$ cat src/rtl/core/prc_pkg.sv
// Package for the polygon rectangle clipper: register indexes, cell control
// type, cell state type and the per-cell control table. No dependencies.
`timescale 1ns / 1ps
`default_nettype none
package prc_pkg;

    localparam int NUM_CELLS = 4;

    localparam logic [1:0] CFG_LEFT   = 2'd0;
    localparam logic [1:0] CFG_RIGHT  = 2'd1;
    localparam logic [1:0] CFG_BOTTOM = 2'd2;
    localparam logic [1:0] CFG_TOP    = 2'd3;

    // axis_y: the cell tests y rather than x; keep_below: inside means below the bound
    typedef struct packed {
        logic axis_y;
        logic keep_below;
    } t_clip_ctl;

    typedef enum logic [5:0] {
        S_IDLE = 6'b000001,
        S_PREP = 6'b000010,
        S_MUL  = 6'b000100,
        S_DIV  = 6'b001000,
        S_FIN  = 6'b010000,
        S_EMIT = 6'b100000
    } t_cell_state;

    // cell order: max-x, max-y, min-x, min-y
    function automatic t_clip_ctl stage_ctl(input int s);
        t_clip_ctl c;
        c.axis_y     = (s == 1) || (s == 3);
        c.keep_below = (s == 0) || (s == 1);
        return c;
    endfunction

endpackage
`default_nettype wire

$ cat src/rtl/core/prc_hold.sv
// Output stage: holds one clipped vertex back so the last one can carry the
// final flag, and reports an empty polygon. Depends on prc_pkg.
`timescale 1ns / 1ps
`default_nettype none
module prc_hold import prc_pkg::*; #(
    parameter int COORD_BITS = 32
) (
    input  wire logic                         i_clk,
    input  wire logic                         i_rst_n,
    input  wire logic                         i_up_valid,
    output logic                              o_up_ready,
    input  wire logic signed [COORD_BITS-1:0] i_up_x,
    input  wire logic signed [COORD_BITS-1:0] i_up_y,
    input  wire logic                         i_up_end,
    output logic                              o_valid,
    input  wire logic                         i_ready,
    output logic signed [COORD_BITS-1:0]      o_x,
    output logic signed [COORD_BITS-1:0]      o_y,
    output logic                              o_final,
    output logic                              o_empty
);
    logic                         r_held_vld, r_vld, r_fin, r_emp;
    logic signed [COORD_BITS-1:0] r_hx, r_hy, r_x, r_y;
    logic                         acc, out_load;

    assign o_up_ready = !r_vld || i_ready;
    assign acc        = i_up_valid && o_up_ready;
    assign out_load   = acc && (i_up_end || r_held_vld);
    assign o_valid    = r_vld;
    assign o_x        = r_x;
    assign o_y        = r_y;
    assign o_final    = r_fin;
    assign o_empty    = r_emp;

    always_ff @(posedge i_clk) begin
        if (!i_rst_n) begin
            r_held_vld <= 1'b0;
            r_vld      <= 1'b0;
        end else begin
            if (r_vld && i_ready && !out_load) begin
                r_vld <= 1'b0;
            end
            if (acc) begin
                if (i_up_end) begin
                    r_vld      <= 1'b1;
                    r_fin      <= 1'b1;
                    r_emp      <= !r_held_vld;
                    r_x        <= r_held_vld ? r_hx : '0;
                    r_y        <= r_held_vld ? r_hy : '0;
                    r_held_vld <= 1'b0;
                end else begin
                    if (r_held_vld) begin
                        r_vld <= 1'b1;
                        r_fin <= 1'b0;
                        r_emp <= 1'b0;
                        r_x   <= r_hx;
                        r_y   <= r_hy;
                    end
                    r_hx       <= i_up_x;
                    r_hy       <= i_up_y;
                    r_held_vld <= 1'b1;
                end
            end
        end
    end
endmodule
`default_nettype wire

$ cat config.mk
export PLATFORM = sky130hd
export DESIGN_NAME = prc_hold
export DESIGN_NICKNAME = d
export VERILOG_FILES = /design/src/rtl/core/prc_pkg.sv /design/src/rtl/core/prc_hold.sv
export SDC_FILE = /design/constraint.sdc
export NUM_CORES = 1
export LEC_CHECK = 0
export ABC_AREA = 1
export BUFFER_PORTS_ARGS = -buffer_cell sky130_fd_sc_hd__clkbuf_2
export CORE_MARGIN = 3
export CORE_UTILIZATION = 51
export DETAILED_ROUTE_END_ITERATION = 8
export GPL_TIMING_DRIVEN = 0
export PLACE_DENSITY = 0.77
export REMOVE_ABC_BUFFERS = 1
export SLEW_MARGIN = 10
export SYNTH_ARGS = -nofsm -noshare
export SYNTH_HDL_FRONTEND = slang
export SYNTH_SLANG_ARGS = --single-unit
$ cat constraint.sdc
create_clock -name i_clk -period 3.3 [get_ports i_clk]
set_clock_uncertainty 0.15 [all_clocks]
set_input_delay 0.165 -clock i_clk [delete_from_list [all_inputs] [get_ports i_clk]]
set_output_delay 0.165 -clock i_clk [all_outputs]
set_load 0.005 [all_outputs]
==> metrics <==
row cnt 33; chip height about 100 um; Period minus WS final between 2 and 3 ns; Reg power frac 0.465; fillcell total around 450; finished layout cell area 6699 um2; R2R cell count 7; CTS buffer count 17; CTS tree built; crit path launch type register; wire per inst 15.90 um; vias in the first global route 3156; DPL Wire Length around 5000 um; setup TNS 0 ns; clk root buf clkbuf_8; unrepaired setup endpoints after global routing no; DIE AREA between 10000 and 15000 um2; Synth Cell Area 4576 um2; combinational share of power 0.056; synth warn 0; pin count of the biggest net entering global routing 67; register area share after synthesis 0.8619; Critical path destination r_held_vld; Pleak roughly 2.9 nW; Pins Over Slew Limit 0; final WL 9971 um; Mapped Cells 288; DR vias/cell about 4.6; vias roughly 2900; non-filler cells, final approximately 630; clk sinks about 130; worst r2r src o_valid; sw frac 0.1969; Routability Congestion 0.7218; core area about 8500 um2; global-route wire length before repair about 15000 um; DP Area 5351 um2; Crit Path Class register to register; most common cell after layout, fill and taps aside clkbuf_2; Data arrival, critical path 2.90 ns; Final Util 0.7914; Internal Power about 3.3 mW; Max Fanout on Critical Path 4; GRT Residual Overflow 0; commonest non-fill, non-tap cells in the layout clkbuf_2, edfxtp_1, dlygate4sd3_1; count of input and output buffers between 100 and 150; final setup vio count 0; Fmax 376.1 MHz; Inst Count DP between 500 and 600; PD cells a little over 600 nW/um2; Die W ~100 um; status complete, no violations; worst hold path class input pin to register; FF+latch count, synth 132; H-tree depth 4; Clock power frac 0.479; initial antenna violation count 0; Initial Util 0.5406; GRT Total Usage 0.2108; r2r setup slk approximately 0.64 ns; VDD IR max around 0.38 mV; Switch Pwr just over 0.8 mW; clock buffer depth 2; io pins around 140; Clock Latency Late Sink 0.51 ns; CP Launch Point o_valid; CP required 3.54 ns; max cap viols 0; Hold Violations, Final 0; final antenna-violating net count 0; Netlist cell types 10; Post-Syn Area per Cell 15.89 um2; endpoint class of the critical path register; Hold Startpoint i_up_y[19]; Worst slew margin 0.4519; Hold Slack 0.2186 ns; DRC errors left 0; final net count ~580; Clock transition at path regs 0.06 ns; fin crit share 0.8058; layout cells sized above 1 0.3218; drt pass-1 iters 4; layout overhead on the synthesized area 46.40%; RR Endpoint r_held_vld; antenna diode instance count 0; Setup Fix Bufs, Post-CTS 0; Tightest Pin Transition 0.8221 ns; Iter 0 DRT Violations between 100 and 150
-- state kept, by name, indices dropped and copies added (netlist names) --
signal	count
o_empty	1
o_x	32
r_hx	32
o_valid	1
r_hy	32
o_y	32
o_final	1
r_held_vld	1
-- worst max-delay path, cell delays in order (launching register included) --
cell,delay [ns]
dfxtp_1,0.34
nand2_1,0.14
nand2_1,0.07
dlygate4sd3_1,0.57
nand2_1,0.06
dlygate4sd3_1,0.55
nand2_1,0.08
dlygate4sd3_1,0.59
-- what timing repair did --
item	4_1_cts	5_1_grt
resized for setup	0	0
hold buffers	72	0
endpoints found under the hold margin	67	0
-- cell usage after synthesis, drive strengths merged --
master	number	area [um2]
buf	7	68.81
nand3	2	10.01
edfxtp	130	3904
a21oi	1	5.000
nand2	7	26.28
nor2	68	255.2
inv	71	266.5
dfxtp	2	40.04
-- cell type report --
class | instances | area, um2 | area share
timing repair buffer | 209 | 1421 | 0.2122
clock inverter | 14 | 209.0 | 0.03119
multi-input combinational | 78 | 304.0 | 0.04539
clock buffer | 18 | 417.9 | 0.06238
inverter | 71 | 271.5 | 0.04053
sequential | 132 | 3944 | 0.5887
tap | 105 | 131.4 | 0.01961
-- cells by family (layout without fill, tap and decap cells) --
kind of cell    Yosys count  in the layout  share of synthesized area
flops                   132            132                     0.8619
buf+inv                  78            312                    0.07328
simple gates             77             77                    0.06371
compound gates            1              1                   0.001093
-- worst min path at each step --
stage          endpoint  slack, ns  cells after the start
3_3_place_gp   r_hy[15]       0.19                      1
2_1_floorplan   o_final       0.11                      0
5_1_grt        r_hy[31]       0.20                      2
3_5_place_dp   r_hy[15]       0.19                      1
4_1_cts        r_hy[10]       0.19                      2
6_report       r_hy[19]       0.22                      2
-- routing by layer --
metal	GRT usage	vias up	wire length (um)
met3	0.08512	26	638
met4	0.08083	0	263
met1	0.2053	1365	3533
li1	-	1381	-
met5	0	-	0
met2	0.3929	115	5535
-- power by group through the flow --
stage	Combinational (mW)	Clock (mW)	Sequential [mW]
3_3_place_gp	0.152	0	1.96
5_1_grt	0.256	2.08	1.93
4_1_cts	0.228	2.00	1.93
3_5_place_dp	0.159	0	1.96
6_report	0.231	1.99	1.93
2_1_floorplan	0.0611	0	1.96
-- stage by stage --
step	power [mW]	setup WS (ns)
finish	4.145	0.6409
global route	4.267	0.5711
CTS	4.156	0.8190
detailed placement	2.119	1.486
global placement	2.114	-1.139
floorplan	2.025	0.2296
No activity file was read; power rests on OpenSTA's default activity.
