`config.mk`:
```
export PLATFORM = sky130hd
export DESIGN_NAME = prc_cell
export DESIGN_NICKNAME = d
export VERILOG_FILES = /design/src/rtl/core/prc_pkg.sv /design/src/rtl/core/prc_cell.sv
export SDC_FILE = /design/constraint.sdc
export NUM_CORES = 1
export LEC_CHECK = 0
export BUFFER_PORTS_ARGS = -buffer_cell sky130_fd_sc_hd__buf_2
export CORE_MARGIN = 2
export CORE_UTILIZATION = 65
export CTS_CLUSTER_SIZE = 25
export DETAILED_ROUTE_END_ITERATION = 16
export GPL_ROUTABILITY_DRIVEN = 0
export GPL_TIMING_DRIVEN = 0
export PLACE_DENSITY = 0.84
export SETUP_SLACK_MARGIN = 0.3
export SLEW_MARGIN = 20
export SYNTH_ARGS = -nofsm -noshare
export SYNTH_HDL_FRONTEND = slang
export SYNTH_SLANG_ARGS = --single-unit
export TNS_END_PERCENT = 50
```
`constraint.sdc`:
```
create_clock -name i_clk -period 13.1 [get_ports i_clk]
set_input_delay 1.965 -clock i_clk [delete_from_list [all_inputs] [get_ports i_clk]]
set_output_delay 1.965 -clock i_clk [all_outputs]
set_load 0.05 [all_outputs]
```
`src/rtl/core/prc_pkg.sv`:
```
// Package for the polygon rectangle clipper: register indexes, cell control
// type, cell state type and the per-cell control table. No dependencies.
`timescale 1ns / 1ps
`default_nettype none
package prc_pkg;

    localparam int NUM_CELLS = 4;

    localparam logic [1:0] CFG_LEFT   = 2'd0;
    localparam logic [1:0] CFG_RIGHT  = 2'd1;
    localparam logic [1:0] CFG_BOTTOM = 2'd2;
    localparam logic [1:0] CFG_TOP    = 2'd3;

    // axis_y: the cell tests y rather than x; keep_below: inside means below the bound
    typedef struct packed {
        logic axis_y;
        logic keep_below;
    } t_clip_ctl;

    typedef enum logic [5:0] {
        S_IDLE = 6'b000001,
        S_PREP = 6'b000010,
        S_MUL  = 6'b000100,
        S_DIV  = 6'b001000,
        S_FIN  = 6'b010000,
        S_EMIT = 6'b100000
    } t_cell_state;

    // cell order: max-x, max-y, min-x, min-y
    function automatic t_clip_ctl stage_ctl(input int s);
        t_clip_ctl c;
        c.axis_y     = (s == 1) || (s == 3);
        c.keep_below = (s == 0) || (s == 1);
        return c;
    endfunction

endpackage
`default_nettype wire

```
`src/rtl/core/prc_cell.sv`:
```
// One clip cell: a single Sutherland-Hodgman boundary with a serial
// multiplier and divider for the crossing point. Depends on prc_pkg.
`timescale 1ns / 1ps
`default_nettype none
module prc_cell import prc_pkg::*; #(
    parameter int COORD_BITS = 32
) (
    input  wire logic                         i_clk,
    input  wire logic                         i_rst_n,
    input  wire t_clip_ctl                    i_ctl,
    input  wire logic signed [COORD_BITS-1:0] i_bound,
    input  wire logic                         i_up_valid,
    output logic                              o_up_ready,
    input  wire logic signed [COORD_BITS-1:0] i_up_x,
    input  wire logic signed [COORD_BITS-1:0] i_up_y,
    input  wire logic                         i_up_end,
    output logic                              o_dn_valid,
    input  wire logic                         i_dn_ready,
    output logic signed [COORD_BITS-1:0]      o_dn_x,
    output logic signed [COORD_BITS-1:0]      o_dn_y,
    output logic                              o_dn_end
);
    localparam int CB = COORD_BITS;
    localparam int W  = COORD_BITS + 1;
    localparam int CW = $clog2(W + 1);

    t_cell_state      r_state;
    logic             r_has_first;
    logic [CB-1:0]    r_fu, r_fv, r_pu, r_pv, r_au, r_av, r_bu, r_bv, r_cv;
    logic             r_do_cross, r_do_b, r_do_end, r_neg;
    logic [W-1:0]     r_ma, r_md, r_ph, r_pl;
    logic [CW-1:0]    r_cnt;
    logic             r_ovld, r_oend;
    logic [CB-1:0]    r_ou, r_ov;

    logic [CB-1:0]    in_u, in_v, e_bu, e_bv;
    logic             ia, ib, out_free, acc, emit_go;
    logic signed [W-1:0] da, dn, dd;
    logic [W:0]       msum, dtry;
    logic             dge;
    logic [W-1:0]     sq, fsum;

    function automatic logic inside_b(input logic [CB-1:0] u, input logic signed [CB-1:0] b,
                                      input logic below);
        return below ? ($signed(u) < b) : ($signed(u) > b);
    endfunction

    function automatic logic [W-1:0] absw(input logic signed [W-1:0] v);
        return v[W-1] ? W'(-v) : W'(v);
    endfunction

    assign in_u = i_ctl.axis_y ? i_up_y : i_up_x;
    assign in_v = i_ctl.axis_y ? i_up_x : i_up_y;
    assign e_bu = i_up_end ? r_fu : in_u;
    assign e_bv = i_up_end ? r_fv : in_v;
    assign ia   = inside_b(r_pu, i_bound, i_ctl.keep_below);
    assign ib   = inside_b(e_bu, i_bound, i_ctl.keep_below);

    assign o_up_ready = (r_state == S_IDLE);
    assign acc        = i_up_valid && o_up_ready;
    assign out_free   = !r_ovld || i_dn_ready;
    assign emit_go    = (r_state == S_EMIT) && out_free && (r_do_cross || r_do_b || r_do_end);

    assign da = $signed({r_bv[CB-1], r_bv}) - $signed({r_av[CB-1], r_av});
    assign dn = $signed({i_bound[CB-1], i_bound}) - $signed({r_au[CB-1], r_au});
    assign dd = $signed({r_bu[CB-1], r_bu}) - $signed({r_au[CB-1], r_au});

    assign msum = {1'b0, r_ph} + (r_pl[0] ? {1'b0, r_ma} : {(W+1){1'b0}});
    assign dtry = {r_ph, r_pl[W-1]};
    assign dge  = dtry >= {1'b0, r_md};
    assign sq   = r_neg ? W'(~r_pl + 1'b1) : r_pl;
    assign fsum = {r_av[CB-1], r_av} + sq;

    assign o_dn_valid = r_ovld;
    assign o_dn_end   = r_oend;
    assign o_dn_x     = i_ctl.axis_y ? r_ov : r_ou;
    assign o_dn_y     = i_ctl.axis_y ? r_ou : r_ov;

    always_ff @(posedge i_clk) begin
        if (!i_rst_n) begin
            r_state     <= S_IDLE;
            r_has_first <= 1'b0;
            r_fu <= '0; r_fv <= '0; r_pu <= '0; r_pv <= '0;
            r_do_cross  <= 1'b0;
            r_do_b      <= 1'b0;
            r_do_end    <= 1'b0;
            r_ovld      <= 1'b0;
            r_cnt       <= '0;
        end else begin
            if (r_ovld && i_dn_ready && !emit_go) begin
                r_ovld <= 1'b0;
            end
            case (r_state)
                S_IDLE: begin
                    if (acc) begin
                        r_au <= r_pu;
                        r_av <= r_pv;
                        r_bu <= e_bu;
                        r_bv <= e_bv;
                        r_do_end <= i_up_end;
                        if (i_up_end && !r_has_first) begin
                            r_do_cross <= 1'b0;
                            r_do_b     <= 1'b0;
                            r_state    <= S_EMIT;
                        end else if (!i_up_end && !r_has_first) begin
                            r_has_first <= 1'b1;
                            r_fu <= in_u; r_fv <= in_v;
                            r_pu <= in_u; r_pv <= in_v;
                        end else begin
                            if (i_up_end) begin
                                r_has_first <= 1'b0;
                            end else begin
                                r_pu <= in_u;
                                r_pv <= in_v;
                            end
                            r_do_b     <= ib;
                            r_do_cross <= ia != ib;
                            r_state    <= (ia != ib) ? S_PREP : S_EMIT;
                        end
                    end
                end
                S_PREP: begin
                    r_ma    <= absw(da);
                    r_md    <= absw(dd);
                    r_pl    <= absw(dn);
                    r_ph    <= '0;
                    r_neg   <= da[W-1] ^ dn[W-1] ^ dd[W-1];
                    r_cnt   <= '0;
                    r_state <= S_MUL;
                end
                S_MUL: begin
                    // shift-add, least significant multiplier bit first
                    r_ph  <= msum[W:1];
                    r_pl  <= {msum[0], r_pl[W-1:1]};
                    if (r_cnt == CW'(W - 1)) begin
                        r_cnt   <= '0;
                        r_state <= S_DIV;
                    end else begin
                        r_cnt <= r_cnt + 1'b1;
                    end
                end
                S_DIV: begin
                    // restoring division, quotient bits enter at the bottom
                    r_ph  <= dge ? W'(dtry - {1'b0, r_md}) : dtry[W-1:0];
                    r_pl  <= {r_pl[W-2:0], dge};
                    if (r_cnt == CW'(W - 1)) begin
                        r_cnt   <= '0;
                        r_state <= S_FIN;
                    end else begin
                        r_cnt <= r_cnt + 1'b1;
                    end
                end
                S_FIN: begin
                    r_cv    <= fsum[CB-1:0];
                    r_state <= S_EMIT;
                end
                S_EMIT: begin
                    if (out_free) begin
                        if (r_do_cross) begin
                            r_ovld <= 1'b1; r_oend <= 1'b0;
                            r_ou <= i_bound; r_ov <= r_cv;
                            r_do_cross <= 1'b0;
                            if (!r_do_b && !r_do_end) r_state <= S_IDLE;
                        end else if (r_do_b) begin
                            r_ovld <= 1'b1; r_oend <= 1'b0;
                            r_ou <= r_bu; r_ov <= r_bv;
                            r_do_b <= 1'b0;
                            if (!r_do_end) r_state <= S_IDLE;
                        end else if (r_do_end) begin
                            r_ovld <= 1'b1; r_oend <= 1'b1;
                            r_ou <= '0; r_ov <= '0;
                            r_do_end <= 1'b0;
                            r_state  <= S_IDLE;
                        end else begin
                            r_state <= S_IDLE;
                        end
                    end
                end
                default: r_state <= S_IDLE;
            endcase
        end
    end
endmodule
`default_nettype wire

```
==> out/qor.yml <==
status: "complete, no violations"
fin_cells: 4549
dp_hpwl_mm: 87.3
drt_iter0_drc: 3653
numPortBuffers: 167
worstSkewPairLatency_ns: 0.64
fin_tns_setup_ns: 0
cp_max_fo: 10
wirelength_mm: 112
htreeDepth: 2
hold_path_class: "reg -> reg"
drc: 0
cp_slowest_cell: "mux2i_1"
period_needed_ns: 6.69
critical_path_arrival_ns: 7.22
cts_tree: "yes"
rsz0062_at_grt: "false"
cts_root_buf: "clkbuf_16"
yosysSeqAreaShare: 0.397
cp-end-kind: "flop"
synthFlopType: "edfxtp_1"
syn-num-nets: 3951
cap_viol_max_count: 0
areaGrowthSynthToFinish_pct: 11.4
syn_area_per_cell_um2: 9.62
row_count: 84
cpPeakStageDelay_ns: 0.90
mostFrequentLayoutCell: "nor2_1"
initial_core_util: 0.656
antennaDiodeCount: 0
firstDrtPassIters: 7
die-height_um: 234
cts_setup_buffers: 0
synthCells: 3577
clock_path_buffers: 3
slew-limit-headroom: 0.194
crit_type: "in -> reg"
ant_nets: 0
pin_count: 170
drive_above_1_share: 0.105
core_um2: 52400
fillers: 3709
layout_common_cells: "372 x nor2_1, 358 x edfxtp_1, 295 x a21oi_1"
ys_seq_elements: 503
worstPathRequired_ns: 13.63
p_leak_uw: 0.0153
synth_area_um2: 34400
power_density_nw_per_um2: 153
synth-edff-count: 358
grt_pass1_wl_mm: 166
fin_nets: 4192
routed_via_density: 6.72
cts_buffers: 51
vdd_drop_max_mv: 0.122
cp-start-kind: "input port"
wl_per_cell_um: 24.6
tightest_slew_ns: 1.18
p_total_uw: 5860
grt.overflow.total: 0
fin_skew_ns: 0.0334
slew_violations: 0
crit_chain: "clkbuf_1 > clkbuf_1 > mux2i_1 > a21oi_1 > ha_1 > and3_1 > nand3_1 > nor3_1 > o21ai_0 > o211ai_1 > a211oi_1 > mux2i_1 > mux2_2 > xor2_1 > o41ai_1"
dieArea_um2: 54800
dp_cells: 4453
antenna_found_initial: 3
cts_hold_buf: 0
grt_usage: 0.403
cts_resized: 0
cp_top_family: "multiplexers"
hold_violations: 0
path_clk_slew_ns: 0.07
utilization: 0.731
period_share: 0.510
grt_pass1_vias: 28400
grt_max_degree: 31
vias: 30600
yosys_warnings: 0
setup-violations-final: 0
fmax_mhz: 150
clock-sinks: 503
ys_types: 105
crit_buf_inv: 2
fp.dieW_um: 234
synth_async_sr_flop_share: 0
## power breakdown
| group | switching, uW | internal (uW) |
|---|---|---|
| Sequential | 136 | 1960 |
| Combinational | 1370 | 779 |
| Clock | 681 | 938 |
## Yosys cell counts, types with 80 or more instances
master	number	area share
a21o_1	104	0.023
a211oi_1	151	0.033
dfxtp_1	145	0.084
nor2_1	375	0.041
a21oi_1	296	0.043
edfxtp_1	358	0.31
ha_1	265	0.096
o21ai_0	162	0.024
mux2i_1	80	0.023
clkbuf_1	138	0.015
xor2_1	87	0.022
inv_1	199	0.022
xnor2_1	190	0.048
nand2_1	136	0.015
## sequential cells by signal (all words and copies together) (netlist names), 33 cells and up
name,flops
r_ma,33
r_md,33
r_pl,33
r_ph,33
## routing by layer
| metal | part of all wire | track usage | up-vias |
|---|---|---|---|
| li1 | - | - | 13900 |
| met1 | 0.36 | 0.504 | 14200 |
| met2 | 0.42 | 0.595 | 2077 |
| met3 | 0.12 | 0.0979 | 448 |
| met4 | 0.097 | 0.324 | 4 |
| met5 | 0.00022 | 0 | - |
## per-stage QoR
| stage | setup WS [ns] | hold slack [ns] | area [um^2] |
|---|---|---|---|
| after floorplan | 3.72 | 0.409 | 34400 |
| after global placement | 0.622 | 0.413 | 36100 |
| after detailed placement | 6.27 | 0.417 | 36500 |
| after CTS | 6.72 | 0.425 | 38300 |
| after global routing | 6.45 | 0.441 | 38300 |
| final | 6.41 | 0.430 | 38300 |
## logic make-up after synthesis
group	after synthesis	synth area share
xor+xnor	277	0.0705
flops	503	0.397
fa+ha+maj	271	0.0998
buf+inv	354	0.0392
simple gates	927	0.135
compound gates	1100	0.214
mux	145	0.0445
## worst paths after layout
| kind | startpoint | to | slack, ns | depth (start not counted) |
|---|---|---|---|---|
| max reg2reg | r_pl[0] | r_cv[31] | 8.00 | 21 |
| max | i_ctl[1] | r_do_cross | 6.41 | 15 |
| min reg2reg | r_pv[11] | r_av[11] | 0.43 | 0 |
| min | r_pv[11] | r_av[11] | 0.43 | 0 |
## area by class of cell
type / instances / area (um^2) / area share
multi-input combinational: 2720 / 19500 / 0.508
sequential: 503 / 13700 / 0.356
clock buffer: 70 / 1510 / 0.0395
timing repair buffer: 188 / 1160 / 0.0302
tap: 688 / 861 / 0.0225
inverter: 200 / 751 / 0.0196
buffer: 154 / 599 / 0.0156
clock inverter: 26 / 345 / 0.00901
(Power assumes the default switching activity.)
